[src/hdl/cprng_pkg.sv]
`timescale 1ns / 1ps
// Shared types and constants for the combined LCG / LFSR / xorshift generator.
// No dependencies.
package cprng_pkg;

  localparam int unsigned WordWidth   = 32;
  localparam int unsigned CfgIdxWidth = 3;
  localparam int unsigned InDataWidth = 8;

  localparam logic [WordWidth-1:0] LcgMul    = 32'd1664525;
  localparam logic [WordWidth-1:0] LcgAdd    = 32'd1013904223;
  localparam logic [WordWidth-1:0] LfsrTaps  = 32'h8000000b;
  localparam logic [WordWidth-1:0] ShortMask = 32'h00007fff;

  typedef enum logic [CfgIdxWidth-1:0] {
    RegSeedLcg      = 3'd0,
    RegSeedLfsr     = 3'd1,
    RegSeedXsFirst  = 3'd2,
    RegSeedXsSecond = 3'd3,
    RegFullWidth    = 3'd4
  } cfg_reg_e;

  // Complete generator state, used for both the seeds and the live words.
  typedef struct packed {
    logic [WordWidth-1:0] lcg;
    logic [WordWidth-1:0] lfsr;
    logic [WordWidth-1:0] xs_first;
    logic [WordWidth-1:0] xs_second;
  } gen_state_t;

endpackage

[src/hdl/combined_lcg_lfsr_xorshift_prng_unit.sv]
`timescale 1ns / 1ps
// Top level of the combined pseudo-random word generator: config registers,
// handshake and output stage. Depends on cprng_pkg and cprng_core.

// Each request item yields one random word: accepting the item advances the
// LCG (one constant 32x32 multiply), the LFSR and the xorshift pair in the
// generator state registers, and when the output register is free it registers
// lfsr - lcg + xs_second, masked to 15 bits unless full width is selected.
// m_axis_tvalid rises once the output register is loaded. The pipeline takes
// one item every clock while the output side is ready. Seed registers take
// effect on the first item after reset or on an item with reseed set. The
// user must write configuration only while no item is in flight (not enforced).
module combined_lcg_lfsr_xorshift_prng_unit (
  input  logic                              clk_i,
  input  logic                              rst_ni,
  // configuration write channel
  input  logic                              cfg_valid_i,
  output logic                              cfg_ready_o,
  input  logic [cprng_pkg::CfgIdxWidth-1:0] cfg_index_i,
  input  logic [cprng_pkg::WordWidth-1:0]   cfg_data_i,
  // request stream
  input  logic                              s_axis_tvalid,
  output logic                              s_axis_tready,
  input  logic [cprng_pkg::InDataWidth-1:0] s_axis_tdata,  // [0] reseed, rest zero
  // result stream
  output logic                              m_axis_tvalid,
  input  logic                              m_axis_tready,
  output logic [cprng_pkg::WordWidth-1:0]   m_axis_tdata   // [31:0] random_value
);

  cprng_pkg::gen_state_t seed_q, gen_state;
  logic                  full_width_q;
  logic                  step_valid_q;
  logic                  out_valid_q;
  logic [cprng_pkg::WordWidth-1:0] out_data_q, out_data_d;
  logic                  in_fire, out_free, stage_move;

  assign cfg_ready_o = 1'b1;

  always_ff @(posedge clk_i or negedge rst_ni) begin
    if (!rst_ni) begin
      seed_q.lcg       <= '0;
      seed_q.lfsr      <= cprng_pkg::WordWidth'(1);
      seed_q.xs_first  <= '0;
      seed_q.xs_second <= cprng_pkg::WordWidth'(1);
      full_width_q     <= 1'b0;
    end else if (cfg_valid_i) begin
      unique case (cfg_index_i)
        cprng_pkg::RegSeedLcg:      seed_q.lcg       <= cfg_data_i;
        cprng_pkg::RegSeedLfsr:     seed_q.lfsr      <= cfg_data_i;
        cprng_pkg::RegSeedXsFirst:  seed_q.xs_first  <= cfg_data_i;
        cprng_pkg::RegSeedXsSecond: seed_q.xs_second <= cfg_data_i;
        cprng_pkg::RegFullWidth:    full_width_q     <= cfg_data_i[0];
        default: ;  // drop writes to unused indexes
      endcase
    end
  end

  // Stage one is the generator state itself; stage two the output register.
  assign out_free      = !out_valid_q || m_axis_tready;
  assign stage_move    = step_valid_q && out_free;
  assign s_axis_tready = !step_valid_q || out_free;
  assign in_fire       = s_axis_tvalid && s_axis_tready;

  cprng_core u_core (
    .clk_i    (clk_i),
    .rst_ni   (rst_ni),
    .step_i   (in_fire),
    .reseed_i (s_axis_tdata[0]),
    .seed_i   (seed_q),
    .state_o  (gen_state)
  );

  always_comb begin
    out_data_d = gen_state.lfsr - gen_state.lcg + gen_state.xs_second;
    if (!full_width_q) begin
      out_data_d = out_data_d & cprng_pkg::ShortMask;
    end
  end

  always_ff @(posedge clk_i or negedge rst_ni) begin
    if (!rst_ni) begin
      step_valid_q <= 1'b0;
      out_valid_q  <= 1'b0;
    end else begin
      if (in_fire) begin
        step_valid_q <= 1'b1;
      end else if (stage_move) begin
        step_valid_q <= 1'b0;
      end
      if (stage_move) begin
        out_valid_q <= 1'b1;
      end else if (m_axis_tready) begin
        out_valid_q <= 1'b0;
      end
    end
  end

  always_ff @(posedge clk_i) begin
    if (stage_move) begin
      out_data_q <= out_data_d;
    end
  end

  assign m_axis_tvalid = out_valid_q;
  assign m_axis_tdata  = out_data_q;

endmodule

[src/hdl/cprng_core.sv]
`timescale 1ns / 1ps
// Generator state registers and the one-step update of all three generators.
// Depends on cprng_pkg.
module cprng_core (
  input  logic                   clk_i,
  input  logic                   rst_ni,
  input  logic                   step_i,
  input  logic                   reseed_i,
  input  cprng_pkg::gen_state_t  seed_i,
  output cprng_pkg::gen_state_t  state_o
);

  cprng_pkg::gen_state_t state_q, state_d, cur;
  logic                  seeded_q, seeded_d;
  logic [cprng_pkg::WordWidth-1:0] xs_t;

  always_comb begin
    // Load the seeds before stepping on the first item or on request.
    cur = (reseed_i || !seeded_q) ? seed_i : state_q;

    state_d.lcg = cprng_pkg::LcgMul * cur.lcg + cprng_pkg::LcgAdd;

    state_d.lfsr = {cur.lfsr[cprng_pkg::WordWidth-2:0], 1'b0};
    if (cur.lfsr[cprng_pkg::WordWidth-1]) begin
      state_d.lfsr = state_d.lfsr ^ cprng_pkg::LfsrTaps;
    end

    xs_t               = cur.xs_first ^ (cur.xs_first << 2);
    state_d.xs_first   = cur.xs_second;
    state_d.xs_second  = cur.xs_second ^ (cur.xs_second >> 3) ^ xs_t ^ (xs_t >> 7);

    seeded_d = seeded_q | step_i;
  end

  always_ff @(posedge clk_i or negedge rst_ni) begin
    if (!rst_ni) begin
      seeded_q <= 1'b0;
    end else begin
      seeded_q <= seeded_d;
    end
  end

  // Advance only on an accepted item.
  always_ff @(posedge clk_i) begin
    if (step_i) begin
      state_q <= state_d;
    end
  end

  assign state_o = state_q;

endmodule

[config.mk]
export PLATFORM = sky130hd
export DESIGN_NAME = combined_lcg_lfsr_xorshift_prng_unit
export DESIGN_NICKNAME = d
export VERILOG_FILES = /design/src/hdl/cprng_pkg.sv /design/src/hdl/combined_lcg_lfsr_xorshift_prng_unit.sv /design/src/hdl/cprng_core.sv
export SDC_FILE = /design/constraint.sdc
export NUM_CORES = 1
export LEC_CHECK = 0
export BUFFER_PORTS_ARGS = -buffer_cell sky130_fd_sc_hd__buf_4
export CORE_MARGIN = 5
export CORE_UTILIZATION = 40
export CTS_CLUSTER_DIAMETER = 50
export DETAILED_ROUTE_END_ITERATION = 7
export PLACE_DENSITY = 0.63
export SETUP_SLACK_MARGIN = 0.2
export SLEW_MARGIN = 5
export SYNTH_ARGS = -nofsm -noshare
export SYNTH_HDL_FRONTEND = slang
export SYNTH_HIERARCHICAL = 1
export SYNTH_SLANG_ARGS = --single-unit
[constraint.sdc]
create_clock -name clk_i -period 16.8 [get_ports clk_i]
set_input_delay 3.36 -clock clk_i [delete_from_list [all_inputs] [get_ports clk_i]]
set_output_delay 3.36 -clock clk_i [all_outputs]
set_load 0.02 [all_outputs]
==> results of run 1 <==
registers in the layout (all words and copies together) (netlist names):
signal / cells
full_width_q: 1
m_axis_tdata: 32
m_axis_tvalid: 1
seed_q: 128
step_valid_q: 1
u_core/seeded_q: 1
u_core/state_o: 128
per-layer routing:
layer / vias up / routed length, microns
met3: 62 / 2514
met4: 0 / 1159
met1: 7172 / 25420
li1: 6737 / -
met5: - / 0
met2: 293 / 27430
through the flow:
| stage | util [%] | hold WS, ns | worst slack [ns] |
|---|---|---|---|
| after floorplan | - | 0.4308 | 6.641 |
| after global placement | 42.77 | 0.4537 | 5.162 |
| final | 44.85 | 0.4778 | 5.620 |
| after detailed placement | 42.77 | 0.4629 | 5.124 |
| after CTS | 44.85 | 0.4780 | 5.673 |
| after global routing | 44.85 | 0.5035 | 5.320 |
kinds of logic (layout without fill, tap and decap cells):
logic type	after synthesis	after routing	share of synthesized area, %
other	1	1	0.01659
flip-flops	292	292	35.89
buffers and inverters	467	569	7.835
XOR/XNOR	226	226	8.759
AO/OA/AOI/OAI	215	215	6.379
adder cells (fa/ha/maj)	356	356	25.23
AND/OR/NAND/NOR	217	217	4.524
multiplexers	235	235	11.37
cells in the final DEF, fill, tap and decap left out, types with 7 or more instances in the layout:
| cell type | n |
|---|---|
| a21o_1 | 38 |
| a21oi_1 | 77 |
| and3_1 | 7 |
| buf_4 | 83 |
| clkbuf_16 | 36 |
| clkbuf_8 | 7 |
| clkinv_2 | 7 |
| dfrtp_1 | 130 |
| edfxtp_1 | 160 |
| fa_1 | 166 |
| ha_1 | 190 |
| inv_1 | 420 |
| mux2_1 | 11 |
| mux2_2 | 163 |
| mux2i_1 | 60 |
| nand2_1 | 53 |
| nand2b_1 | 12 |
| nand3_1 | 15 |
| nand4_1 | 10 |
| nor2_1 | 71 |
| nor3_1 | 13 |
| o21a_1 | 10 |
| o21ai_0 | 24 |
| o21ai_1 | 7 |
| o21bai_1 | 10 |
| xnor2_1 | 159 |
| xor2_1 | 67 |
worst max path at each step:
stage                          startpoint                            end  slack [ns]  cells after the start
final                     s_axis_tdata[0]  u_core/state_o[125]$_DFFE_PP_        5.62                     24
after global routing      s_axis_tdata[0]  u_core/state_o[125]$_DFFE_PP_        5.32                     24
after CTS                 s_axis_tdata[0]  u_core/state_o[125]$_DFFE_PP_        5.67                     22
after detailed placement  s_axis_tdata[0]  u_core/state_o[125]$_DFFE_PP_        5.12                     24
after global placement    s_axis_tdata[0]  u_core/state_o[125]$_DFFE_PP_        5.16                     24
after floorplan           s_axis_tdata[0]  u_core/state_o[125]$_DFFE_PP_        6.64                     25
layout make-up:
cell class              count  area (sq um)  share of cell area, %
flip-flops and latches    292          8110                  32.19
clock inverters            18         162.7                 0.6456
inverters                 421          1580                  6.272
multi-input cells        1250         12750                  50.62
repair buffers             84         634.4                  2.518
clock buffers              46          1008                  4.003
well taps                 756         945.9                  3.754
==> flow_summary_export.csv, run 1 <==
group,metric,value,unit
logic_synthesis,synth.distinct_cells,69,
timing,hold_viol,0,
placed_design,gp_congestion,0.8979,
global_route,grt_overflow,0,
layout,n_antenna_cell,0,
critical_path,worstRegToRegCells,23,
logic_synthesis,synth_commonest_cells,"420 x inv_1, 190 x ha_1, 166 x fa_1",
logic_synthesis,synth_top_area_cell,"edfxtp_1",
clock_tree,clockRootBuffer,"clkbuf_16",
global_route,grt_util_met3,3.155,%
placed_design,placedCellCount,2803,
critical_path,r2r-end,"u_core/state_o[125]$_DFFE_PP_",
floorplanning,num_io_pins,83,
floorplanning,initial_utilization,40.23,%
drt,vias_per_cell,4.975,
clock_tree,clk_pin_slew,0.06,ns
critical_path,max_stage_delay,0.69,ns
critical_path,critPathMostFrequentCell,"inv_1",
timing,min_period,11.18,ns
logic_synthesis,synth-edff-count,160,
placed_design,io_buffers,74,
global_route,grt_max_degree,80,
critical_path,crit_arrival,11.47,ns
logic_synthesis,synth.most_common_cell,"inv_1",
layout,layout-drive-gt1-share,15.73,%
clock_tree,post_cts_buffers,0,
critical_path,r2r_start,"u_core/seeded_q$_DFF_PN0_",
floorplanning,fp.dieArea,61350,sq um
layout,nFillCells,5233,
critical_path,cp.buffers_inverters,8,
critical_path,crit_family,"adder cells",
timing,fin_skew,0.01842,ns
floorplanning,die-height,247.7,microns
global_route,use_met1,25.22,%
timing,rsz0062_at_grt,"false",
timing,max_freq,89.45,MHz
clock_tree,cts_max_level,2,
worst_hold_path,hp-start,"u_core/seeded_q$_DFF_PN0_",
layout,stdcell_area,25190,sq um
placed_design,placed_area,24020,sq um
logic_synthesis,netlist_instances,2009,
floorplanning,die_w,247.7,microns
drt,drcViolationCount,0,
drt,antenna_left,0,
timing,finalMaxSlewViolations,0,
logic_synthesis,syn_nets,2413,
logic_synthesis,synth_seq_cells,292,
global_route,grt_pass1_wl,86.97,mm
global_route,grt_pass1_vias,15210,
logic_synthesis,ys.warnings.count,6,
floorplanning,core,56170,sq um
layout,area.growth.synth_to_final,11.49,%
global_route,grt_use_total,18.47,%
placed_design,hpwl,45.81,mm
logic_synthesis,syn_area_per_cell,11.25,sq um
run,cap_violations,0,
status,status,"completed",
critical_path,worst-r2r-setup-slack,8.18,ns
global_route,antenna_found_initial,0,
critical_path,critPathSlowestCell,"nor2b_4",
global_route,grt_use_met2,31.01,%
critical_path,cp_data_required_time,17.09,ns
drt,drt-wirelength-per-cell,19.72,microns
clock_tree,clock-sinks,292,
timing,tightest_slew,1.196,ns
critical_path,critPathCaptureType,"register",
clock_tree,cts_resized,0,
logic_synthesis,synth-seq-area-share,35.89,%
logic_synthesis,synth_top_area_share,21.26,%
floorplanning,fp-row-count,87,
worst_hold_path,hold_path.class,"reg2reg",
critical_path,path_cells,"buf_4, nor2b_4, buf_4, buf_4, mux2i_1, inv_1, ha_1, inv_1, fa_1, inv_1, ha_1, fa_1, fa_1, inv_1, fa_1, inv_1, ha_1, nand4_1, or2_1, or3_1, a31oi_2, nor2_2, a21o_1, a311o_1",
clock_tree,worstSkewPairLatency,0.54,ns
critical_path,path_class,"in2reg",
worst_hold_path,min_to,"u_core/seeded_q$_DFF_PN0_",
worst_hold_path,min_path_cells,1,
timing,slew_headroom,19.20,%
critical_path,cp-start-kind,"input pin",
drt,num_vias,14260,
clock_tree,ctsHoldBuffers,0,
clock_tree,cts_tree,"built",
global_route,grt-busiest-layer,"met2",
timing,fin_tns_setup,0,ns
timing,finalSetupViolCount,0,
logic_synthesis,synth-main-ff-cell,"edfxtp_1",
layout,fin_cells,2867,
drt,firstDrtPassIters,7,
layout,nNetsFinal,2488,
logic_synthesis,synthArstFlopShare,45.21,%
clock_tree,clk_path_buf_depth,3,
clock_tree,numCtsBuffers,35,
timing,final.period_utilization,66.55,%
drt,finalWirelength,56.53,mm
drt,first_iter_violations,789,
critical_path,cp_max_fo,45,
logic_synthesis,yosys-top-cells-area,"edfxtp_1 21%, fa_1 15%, dfrtp_1 14%",
logic_synthesis,synth_area,22600,sq um
Power of run 1 is left out: the tool's default activity adds up to more than one toggle a clock period on the data nets, which glitch-free logic cannot reach.
==> run 2, diff against run 1 <==
- ABC_AREA: default -> 1
- PLACE_DENSITY: 0.63 -> 0.65
- clock period: 16.8 -> 9.88 ns (I/O delays scaled with it)
==> run 2 against run 1 <==
Effect of this change: global-route usage grew 0.97 points; utilization shrank 0.34 points; setup slack lost 3.9 ns; final cell count grew 23%; first-iteration DRC count grew 67%; via count grew 20%; wire length grew 10%.
==> flow_summary_export.csv, run 2 <==
group,metric,value,unit
layout,layout_commonest_cell,"inv_1",
drt,vias_per_cell,4.825,
critical_path,cp_data_required_time,10.15,ns
timing,hold_viol,0,
critical_path,critPathCaptureType,"register",
critical_path,crit_family,"adder cells",
critical_path,path_class,"in2reg",
drt,num_vias,17060,
worst_hold_path,min_to,"seed_q[33]$_DFFE_PN0P_",
logic_synthesis,synth-edff-count,160,
clock_tree,clk_path_buf_depth,3,
worst_hold_path,hp-start,"seed_q[33]$_DFFE_PN0P_",
logic_synthesis,ys.warnings.count,6,
floorplanning,fp.dieArea,64000,sq um
timing,fin_skew,0.02295,ns
critical_path,crit_arrival,8.40,ns
placed_design,io_buffers,74,
clock_tree,numCtsBuffers,35,
floorplanning,num_io_pins,83,
critical_path,cp.buffers_inverters,8,
logic_synthesis,synth_area,23620,sq um
critical_path,cp-start-kind,"input pin",
timing,min_period,8.136,ns
logic_synthesis,netlist_instances,2661,
clock_tree,cts_max_level,2,
timing,finalMaxSlewViolations,0,
worst_hold_path,hold_path.class,"reg2reg",
critical_path,r2r-end,"u_core/state_o[127]$_DFFE_PP_",
clock_tree,clockRootBuffer,"clkbuf_16",
timing,fin_tns_setup,0,ns
critical_path,max_stage_delay,0.85,ns
clock_tree,post_cts_buffers,0,
timing,finalSetupViolCount,0,
global_route,grt_use_total,19.43,%
logic_synthesis,synth_top_area_share,20.34,%
timing,rsz0062_at_grt,"false",
timing,final.period_utilization,82.35,%
timing,max_freq,122.9,MHz
clock_tree,ctsHoldBuffers,0,
drt,drcViolationCount,0,
floorplanning,fp-row-count,89,
clock_tree,clk_pin_slew,0.05,ns
layout,area.growth.synth_to_final,10.83,%
status,status,"completed",
logic_synthesis,synth.distinct_cells,48,
logic_synthesis,syn_area_per_cell,8.875,sq um
global_route,grt_overflow,0,
drt,finalWirelength,62.20,mm
placed_design,hpwl,50.69,mm
logic_synthesis,syn_nets,3065,
logic_synthesis,synth-seq-area-share,34.34,%
timing,tightest_slew,1.156,ns
global_route,grt_max_degree,70,
floorplanning,die-height,253.0,microns
layout,nNetsFinal,3140,
run,cap_violations,0,
placed_design,gp_congestion,0.9859,
critical_path,worst-r2r-setup-slack,2.62,ns
global_route,grt_pass1_wl,97.03,mm
drt,drt-wirelength-per-cell,17.60,microns
critical_path,critPathMostFrequentCell,"inv_1",
logic_synthesis,yosys-top-cells-area,"edfxtp_1 20%, fa_1 14%, dfrtp_1 14%",
drt,firstDrtPassIters,6,
layout,layout.cells.most_common_list,"610 x inv_1, 564 x nand2_1, 190 x ha_1",
logic_synthesis,synth_seq_cells,292,
clock_tree,clock-sinks,292,
logic_synthesis,synth_commonest_cells,"611 x inv_1, 565 x nand2_1, 190 x ha_1",
global_route,grt_pass1_vias,16830,
layout,layout-drive-gt1-share,9.558,%
drt,antenna_left,0,
critical_path,cp_max_fo,45,
critical_path,critPathSlowestCell,"o21ai_0",
drt,first_iter_violations,1319,
floorplanning,die_w,253.0,microns
logic_synthesis,synth.most_common_cell,"inv_1",
logic_synthesis,synth_top_area_cell,"edfxtp_1",
global_route,antenna_found_initial,0,
critical_path,worstRegToRegCells,23,
clock_tree,cts_resized,0,
critical_path,path_cells,"buf_4, inv_1, nand2_8, o21ai_0, ha_1, inv_1, fa_1, inv_1, fa_1, inv_1, fa_1, inv_1, fa_1, inv_1, fa_1, fa_1, ha_1, inv_1, nor3_1, nand2_1, o21ai_0, nor2_1, nand3_1, nand2_1",
layout,n_antenna_cell,0,
floorplanning,core,58800,sq um
floorplanning,initial_utilization,40.17,%
critical_path,r2r_start,"u_core/seeded_q$_DFF_PN0_",
logic_synthesis,synth-main-ff-cell,"edfxtp_1",
clock_tree,cts_tree,"built",
worst_hold_path,min_path_cells,2,
clock_tree,worstSkewPairLatency,0.53,ns
logic_synthesis,synthArstFlopShare,45.21,%
timing,slew_headroom,22.49,%
-- run 2: cell families after synthesis --
family	after synthesis	synth area share, %
AND/OR/NAND/NOR	838	14.73
buffers and inverters	671	11.17
adder cells (fa/ha/maj)	356	24.14
flip-flops	292	34.34
AO/OA/AOI/OAI	280	6.368
XOR/XNOR	168	6.485
multiplexers	55	2.755
other	1	0.01588
-- run 2: routing by layer --
metal	vias to the layer above	track usage, %	share of wire [%]
met5	-	0	0
met4	0	4.504	2.5
met3	66	1.972	4.8
met2	426	32.15	47
met1	8184	27.80	46
li1	8381	-	-
-- run 2: worst reg2reg max path: stages (launching register included) --
cell	delay (ns)
dfrtp_1	0.32
buf_4	0.47
nand2_8	0.32
o21ai_0	0.88
ha_1	0.46
inv_1	0.11
fa_1	0.53
inv_1	0.06
fa_1	0.54
inv_1	0.06
fa_1	0.47
inv_1	0.05
fa_1	0.47
inv_1	0.05
fa_1	0.50
fa_1	0.42
ha_1	0.41
inv_1	0.09
nor3_1	0.27
nand2_1	0.11
o21ai_0	0.18
nor2_1	0.10
nand3_1	0.09
nand2_1	0.05
-- run 2: stage by stage --
stage / utilization, % / area, sq um / hold slack, ns / std cells / setup slack (ns)
finish: 44.52 / 26180 / 0.4800 / 3535 / 1.744
global route: 44.52 / 26180 / 0.5013 / 3535 / 1.496
CTS: 44.52 / 26180 / 0.4837 / 3535 / 1.731
detailed placement: 42.50 / 24990 / 0.4692 / 3472 / 1.216
global placement: 42.50 / 24990 / 0.4609 / 3472 / 1.223
floorplan: - / 23620 / 0.4472 / 2661 / 2.072
-- run 2: area by class of cell --
type	instances	area, sq um
repair buffers	92	694.4
clock buffers	46	957.2
fillers	5755	32620
clock inverters	17	231.5
well taps	773	967.2
multi-input cells	1698	12900
flip-flops and latches	292	8110
inverters	617	2318
-- run 2: worst max path at each step --
| stage | start | endpoint | slack, ns | depth (start not counted) |
|---|---|---|---|---|
| floorplan | s_axis_tdata[0] | u_core/state_o[122]$_DFFE_PP_ | 2.07 | 24 |
| global placement | s_axis_tdata[0] | u_core/state_o[127]$_DFFE_PP_ | 1.22 | 26 |
| detailed placement | s_axis_tdata[0] | u_core/state_o[122]$_DFFE_PP_ | 1.22 | 22 |
| CTS | s_axis_tdata[0] | u_core/state_o[122]$_DFFE_PP_ | 1.73 | 22 |
| global route | s_axis_tdata[0] | u_core/state_o[122]$_DFFE_PP_ | 1.50 | 22 |
| finish | s_axis_tdata[0] | u_core/state_o[127]$_DFFE_PP_ | 1.74 | 24 |
Power of run 2 is left out for the same reason.
